### config.mk
export PLATFORM = sky130hd
export DESIGN_NAME = sh4g_ctrl
export DESIGN_NICKNAME = d
export VERILOG_FILES = /design/src/hw/rtl/sh4g_pkg.sv /design/src/hw/rtl/sh4g_ctrl.sv
export SDC_FILE = /design/constraint.sdc
export NUM_CORES = 1
export LEC_CHECK = 0
export BUFFER_PORTS_ARGS = -buffer_cell sky130_fd_sc_hd__buf_2
export CAP_MARGIN = 5
export CORE_AREA = 2 2 39 41
export DETAILED_ROUTE_END_ITERATION = 12
export DIE_AREA = 0 0 41 43
export PLACE_DENSITY_LB_ADDON = 0.2
export SLEW_MARGIN = 30
export SYNTH_ARGS = -nofsm -noshare
export SYNTH_HDL_FRONTEND = slang
export SYNTH_SLANG_ARGS = --single-unit
### constraint.sdc
create_clock -name clk -period 3.1 [get_ports clk]
set_input_delay 0.62 -clock clk [delete_from_list [all_inputs] [get_ports clk]]
set_output_delay 0.62 -clock clk [all_outputs]
set_load 0.03 [all_outputs]
### src/hw/rtl/sh4g_pkg.sv
`timescale 1ns / 1ps
`default_nettype none

package sh4g_pkg;

    localparam int SIG_BITS   = 64;
    localparam int TALLY_W    = 18;
    localparam int GRAM_BYTES = 4;

    localparam logic signed [TALLY_W-1:0] TALLY_MAX = 18'sd131071;
    localparam logic signed [TALLY_W-1:0] TALLY_MIN = -18'sd131072;

    localparam logic [7:0] PAD_BYTE = 8'h80;
    localparam logic [2:0] SEEN_FULL = 3'd4;

    // partial product steps of one 64-bit multiply
    localparam logic [1:0] PH_LO_LO = 2'd0;
    localparam logic [1:0] PH_LO_HI = 2'd1;
    localparam logic [1:0] PH_HI_LO = 2'd2;

    // mixer rounds
    localparam logic [1:0] RND_FIRST = 2'd0;
    localparam logic [1:0] RND_MID   = 2'd1;
    localparam logic [1:0] RND_LAST  = 2'd2;

    typedef struct packed {
        logic       load;
        logic       clear;
        logic       mul;
        logic [1:0] phase;
        logic [1:0] round;
        logic       vote;
        logic       emit;
    } sh4g_cmd_t;

    typedef struct packed {
        logic empty;
        logic last;
        logic hash_now;
    } sh4g_status_t;

    function automatic logic [63:0] mix_const(input logic [1:0] round);
        logic [63:0] c;
        case (round)
            RND_FIRST: c = 64'h9E3779B97F4A7C15;
            RND_MID:   c = 64'hC2B2AE3D27D4EB4F;
            RND_LAST:  c = 64'h94D049BB133111EB;
            default:   c = 64'h0;
        endcase
        return c;
    endfunction

    function automatic logic [5:0] mix_shift(input logic [1:0] round);
        logic [5:0] s;
        case (round)
            RND_FIRST: s = 6'd33;
            RND_MID:   s = 6'd29;
            RND_LAST:  s = 6'd31;
            default:   s = 6'd0;
        endcase
        return s;
    endfunction

endpackage

`default_nettype wire

### src/hw/rtl/sh4g_ctrl.sv
`timescale 1ns / 1ps
`default_nettype none

module sh4g_ctrl (
    input  wire logic                   clk,
    input  wire logic                   rst_n,
    input  wire logic                   in_valid,
    output logic                        in_ready,
    output logic                        out_valid,
    input  wire logic                   out_ready,
    input  wire sh4g_pkg::sh4g_status_t status,
    output sh4g_pkg::sh4g_cmd_t         cmd
);

    typedef enum logic [1:0] {
        ST_IDLE,
        ST_MUL,
        ST_VOTE,
        ST_FINISH
    } state_t;

    state_t     state_reg;
    state_t     state_next;
    logic [1:0] phase_reg;
    logic [1:0] phase_next;
    logic [1:0] round_reg;
    logic [1:0] round_next;
    logic       last_reg;
    logic       last_next;
    logic       out_valid_reg;
    logic       out_valid_next;
    logic       accept;
    logic       slot_free;

    assign in_ready  = (state_reg == ST_IDLE);
    assign accept    = in_valid && in_ready;
    assign slot_free = !out_valid_reg || out_ready;
    assign out_valid = out_valid_reg;

    always_comb
    begin
        state_next     = state_reg;
        phase_next     = phase_reg;
        round_next     = round_reg;
        last_next      = last_reg;
        out_valid_next = out_valid_reg && !out_ready;
        cmd            = '0;
        cmd.phase      = phase_reg;
        cmd.round      = round_reg;
        case (state_reg)
            ST_IDLE:
            begin
                if (accept)
                begin
                    if (status.empty)
                    begin
                        cmd.clear  = 1'b1;
                        state_next = ST_FINISH;
                    end
                    else
                    begin
                        cmd.load  = 1'b1;
                        last_next = status.last;
                        if (status.hash_now)
                        begin
                            phase_next = sh4g_pkg::PH_LO_LO;
                            round_next = sh4g_pkg::RND_FIRST;
                            state_next = ST_MUL;
                        end
                    end
                end
            end
            ST_MUL:
            begin
                cmd.mul = 1'b1;
                if (phase_reg == sh4g_pkg::PH_HI_LO)
                begin
                    phase_next = sh4g_pkg::PH_LO_LO;
                    if (round_reg == sh4g_pkg::RND_LAST)
                    begin
                        state_next = ST_VOTE;
                    end
                    else
                    begin
                        round_next = round_reg + 2'd1;
                    end
                end
                else
                begin
                    phase_next = phase_reg + 2'd1;
                end
            end
            ST_VOTE:
            begin
                cmd.vote   = 1'b1;
                state_next = last_reg ? ST_FINISH : ST_IDLE;
            end
            ST_FINISH:
            begin
                if (slot_free)
                begin
                    cmd.emit       = 1'b1;
                    out_valid_next = 1'b1;
                    last_next      = 1'b0;
                    state_next     = ST_IDLE;
                end
            end
            default:
            begin
                state_next = ST_IDLE;
            end
        endcase
    end

    always_ff @(posedge clk or negedge rst_n)
    begin
        if (!rst_n)
        begin
            state_reg     <= ST_IDLE;
            phase_reg     <= sh4g_pkg::PH_LO_LO;
            round_reg     <= sh4g_pkg::RND_FIRST;
            last_reg      <= 1'b0;
            out_valid_reg <= 1'b0;
        end
        else
        begin
            state_reg     <= state_next;
            phase_reg     <= phase_next;
            round_reg     <= round_next;
            last_reg      <= last_next;
            out_valid_reg <= out_valid_next;
        end
    end

    a_emit_into_free_slot: assert property (@(posedge clk) disable iff (!rst_n)
        cmd.emit |-> (!out_valid_reg || out_ready))
        else $error("result emitted over a pending beat");

    a_mul_ends_in_vote: assert property (@(posedge clk) disable iff (!rst_n)
        (state_reg == ST_MUL && phase_reg == sh4g_pkg::PH_HI_LO
         && round_reg == sh4g_pkg::RND_LAST) |=> (state_reg == ST_VOTE))
        else $error("mixer did not hand over to vote");

    a_empty_goes_finish: assert property (@(posedge clk) disable iff (!rst_n)
        (accept && status.empty) |=> (state_reg == ST_FINISH))
        else $error("empty text did not produce a result");

    a_phase_range: assert property (@(posedge clk) disable iff (!rst_n)
        (state_reg == ST_MUL) |-> (phase_reg != 2'd3 && round_reg != 2'd3))
        else $error("multiplier sequencing out of range");

endmodule

`default_nettype wire

==> out/results.tsv <==
stage	metric	value	unit
yosys	syn_area	468	sq um
placed_design	dp_cells	80	
setup_path	worst_ep_required_time	2.48	ns
sta	final.setup.tns	0	ns
floorplan	dieArea	1760	sq um
sta	setup_viol	0	
layout	drive_above_1_share	34.3	%
clock_tree	ctsResizeCount	0	
yosys	yosysTopAreaCellShare	42.8	%
sta	worst_pin_slew	0.331	ns
yosys	synth-seq-cells	8	
detailed_routing	drcViolationCount	0	
run_status	status	finished, final reports clean	
yosys	seq_area_frac_synth	42.8	%
power	vdd_drop_max	0.000392	V
grt	antenna_found_initial	0	
setup_path	cp-end-kind	output port	
sta	maxSlewViolCount	0	
placed_design	dp_hpwl	698	um
floorplan	io_pins	18	
detailed_routing	detail-route-antenna-nets	0	
clock_tree	ctsHoldBuffers	0	
layout	area_growth	23.8	%
grt	grt.overflow.total	0	
clock_tree	path_clk_slew	0.05	ns
yosys	ys_types	26	
floorplan	initial_utilization	33.8	%
sta	fin_crit_sh	64.3	%
layout	regArea	200	sq um
grt	gr-usage-all-layers	13.5	%
clock_tree	cts_buffer_depth	2	
sta	hold_viol_final	0	
min_path	hold_path.class	in2async	
yosys	syn_nets	57	
yosys	synthCells	49	
layout	fin_cells	83	
setup_path	r2r_cells	3	
clock_tree	clkSinkCount	8	
placed_design	port_buffers	17	
clock_tree	cts_tree	done	
yosys	synth_top_cell_by_area	dfrtp_1	
clock_tree	ctsHtreeMaxLevel	1	
setup_path	rrSetupSlack	1.64	ns
layout	nFillCells	144	
layout	final_common_cell	buf_2	
grt	grt_max_degree	11	
grt	grt_pass1_wl	1570	um
layout	final_util	41.9	%
layout	layout_common_cells	buf_2 (17), dfrtp_1 (8), inv_1 (5), o21ai_0 (5), nand2b_1 (4)	
power	leakage	0.305	nW
setup_path	crit_type	reg2out	
floorplan	die_y	43	um
clock_tree	cts-root-buf	clkbuf_4	
setup_path	r2r_start	state_reg[0]$_DFFE_PN0P_	
clock_tree	post_cts_buffers	0	
detailed_routing	drt_iter0_drc	2	
setup_path	startpoint_type	register	
sta	min_period	1.99	ns
clock_tree	cts_buffers	3	
sta	rsz0062_at_grt	false	
layout	nNetsFinal	77	
clock_tree	clock_latency	0.25	ns
yosys	avgSynthCellArea	9.55	sq um
layout	n_antenna_cell	0	
yosys	yosysWarnings	0	
yosys	ys_top_cells_by_area	dfrtp_1 (43%), nand2b_1 (5.3%), o21ai_0 (5.3%)	
setup_path	rr_endpoint	round_reg[0]$_DFFE_PN0P_	
layout	multi_input_area	233	sq um
detailed_routing	wire_per_inst	11.1	um
floorplan	core_area	1380	sq um
setup_path	crit_arrival	1.37	ns
sta	maxClockFrequency	0.501	GHz
detailed_routing	drt-total-wl	919	um
sta	clock_skew	0.00397	ns
floorplan	row_count	14	
placed_design	gp_congestion	0.691	
setup_path	critPathMaxFanout	10	
detailed_routing	vias	429	
detailed_routing	avgViaCountPerCell	5.17	
detailed_routing	drtPass1Iterations	5	
job	maxCapViolCount	0	
grt	grt_pass1_vias	366	
power	cellPowerDensity	1030	nW/um^2
sta	relSlewSlack	77.6	%
floorplan	die_x	41	um
-- layer usage --
metal / up-vias / GRT usage, % / part of all wire, %
met5: - / 0 / 0
met4: 0 / 4.00 / 0
met3: 0 / 7.85 / 6.7
met2: 14 / 18.1 / 48
met1: 207 / 18.1 / 45
li1: 208 / - / -
-- critical path, cell delays in order, from the launching register on --
cell and delay (ns):
dfrtp_1 0.47, nor4b_1 0.39, buf_2 0.26
-- how the worst max path moves through the flow --
stage          depth (start not counted)  slack (ns)                     start     end
6_report                               2        1.11  state_reg[0]$_DFFE_PN0P_  cmd[8]
5_1_grt                                2        0.97  state_reg[0]$_DFFE_PN0P_  cmd[8]
3_5_place_dp                           3        1.14                 status[2]  cmd[8]
4_1_cts                                2        1.07  state_reg[0]$_DFFE_PN0P_  cmd[8]
3_3_place_gp                           3        1.17                 status[2]  cmd[8]
2_1_floorplan                          1        0.75                 status[2]  cmd[8]
-- metrics by stage --
stage	power (mW)	area, sq um	worst slack [ns]	hold slack (ns)
2_1_floorplan	0.455	468	0.746	0.324
3_3_place_gp	0.527	557	1.17	0.473
3_5_place_dp	0.525	557	1.14	0.471
4_1_cts	0.607	579	1.07	0.198
5_1_grt	0.653	579	0.970	0.201
6_report	0.599	579	1.11	0.200
-- power breakdown --
part	internal, mW	switching [mW]	leakage (nW)
Sequential	0.147	0.0520	0.102
Clock	0.0441	0.0324	0.0138
Combinational	0.121	0.203	0.188
Total	0.312	0.287	0.305
-- final cells by class --
type / count / share of cell area [%]
Timing Repair Buffer: 17 / 14.7
Tap cell: 16 / 3.46
Multi-Input combinational cell: 34 / 40.2
Inverter: 5 / 3.24
Clock buffer: 3 / 3.89
Sequential cell: 8 / 34.6
-- synthesized netlist by cell type (all sizes together) --
cell    instances
dfrtp           8
buf             2
and3b           1
nand2b          4
nor3            1
or3b            1
and3            1
nor2            3
o21a            1
a21boi          1
o32a            1
nor4b           1
and2b           1
inv             5
a21oi           1
mux2            2
a32oi           1
ha              1
o21ai           5
a22o            2
nor2b           1
nand3           1
nand2           3
o211ai          1
-- cells by family after synthesis --
logic type	share of synthesized area [%]
AOI/OAI and AO/OA	19.0
buffers and inverters	7.49
adders and majority gates	2.67
DFF	42.8
and+or+nand+nor	22.5
muxes	5.61
Note: power is estimated with default switching activity, not from simulation.
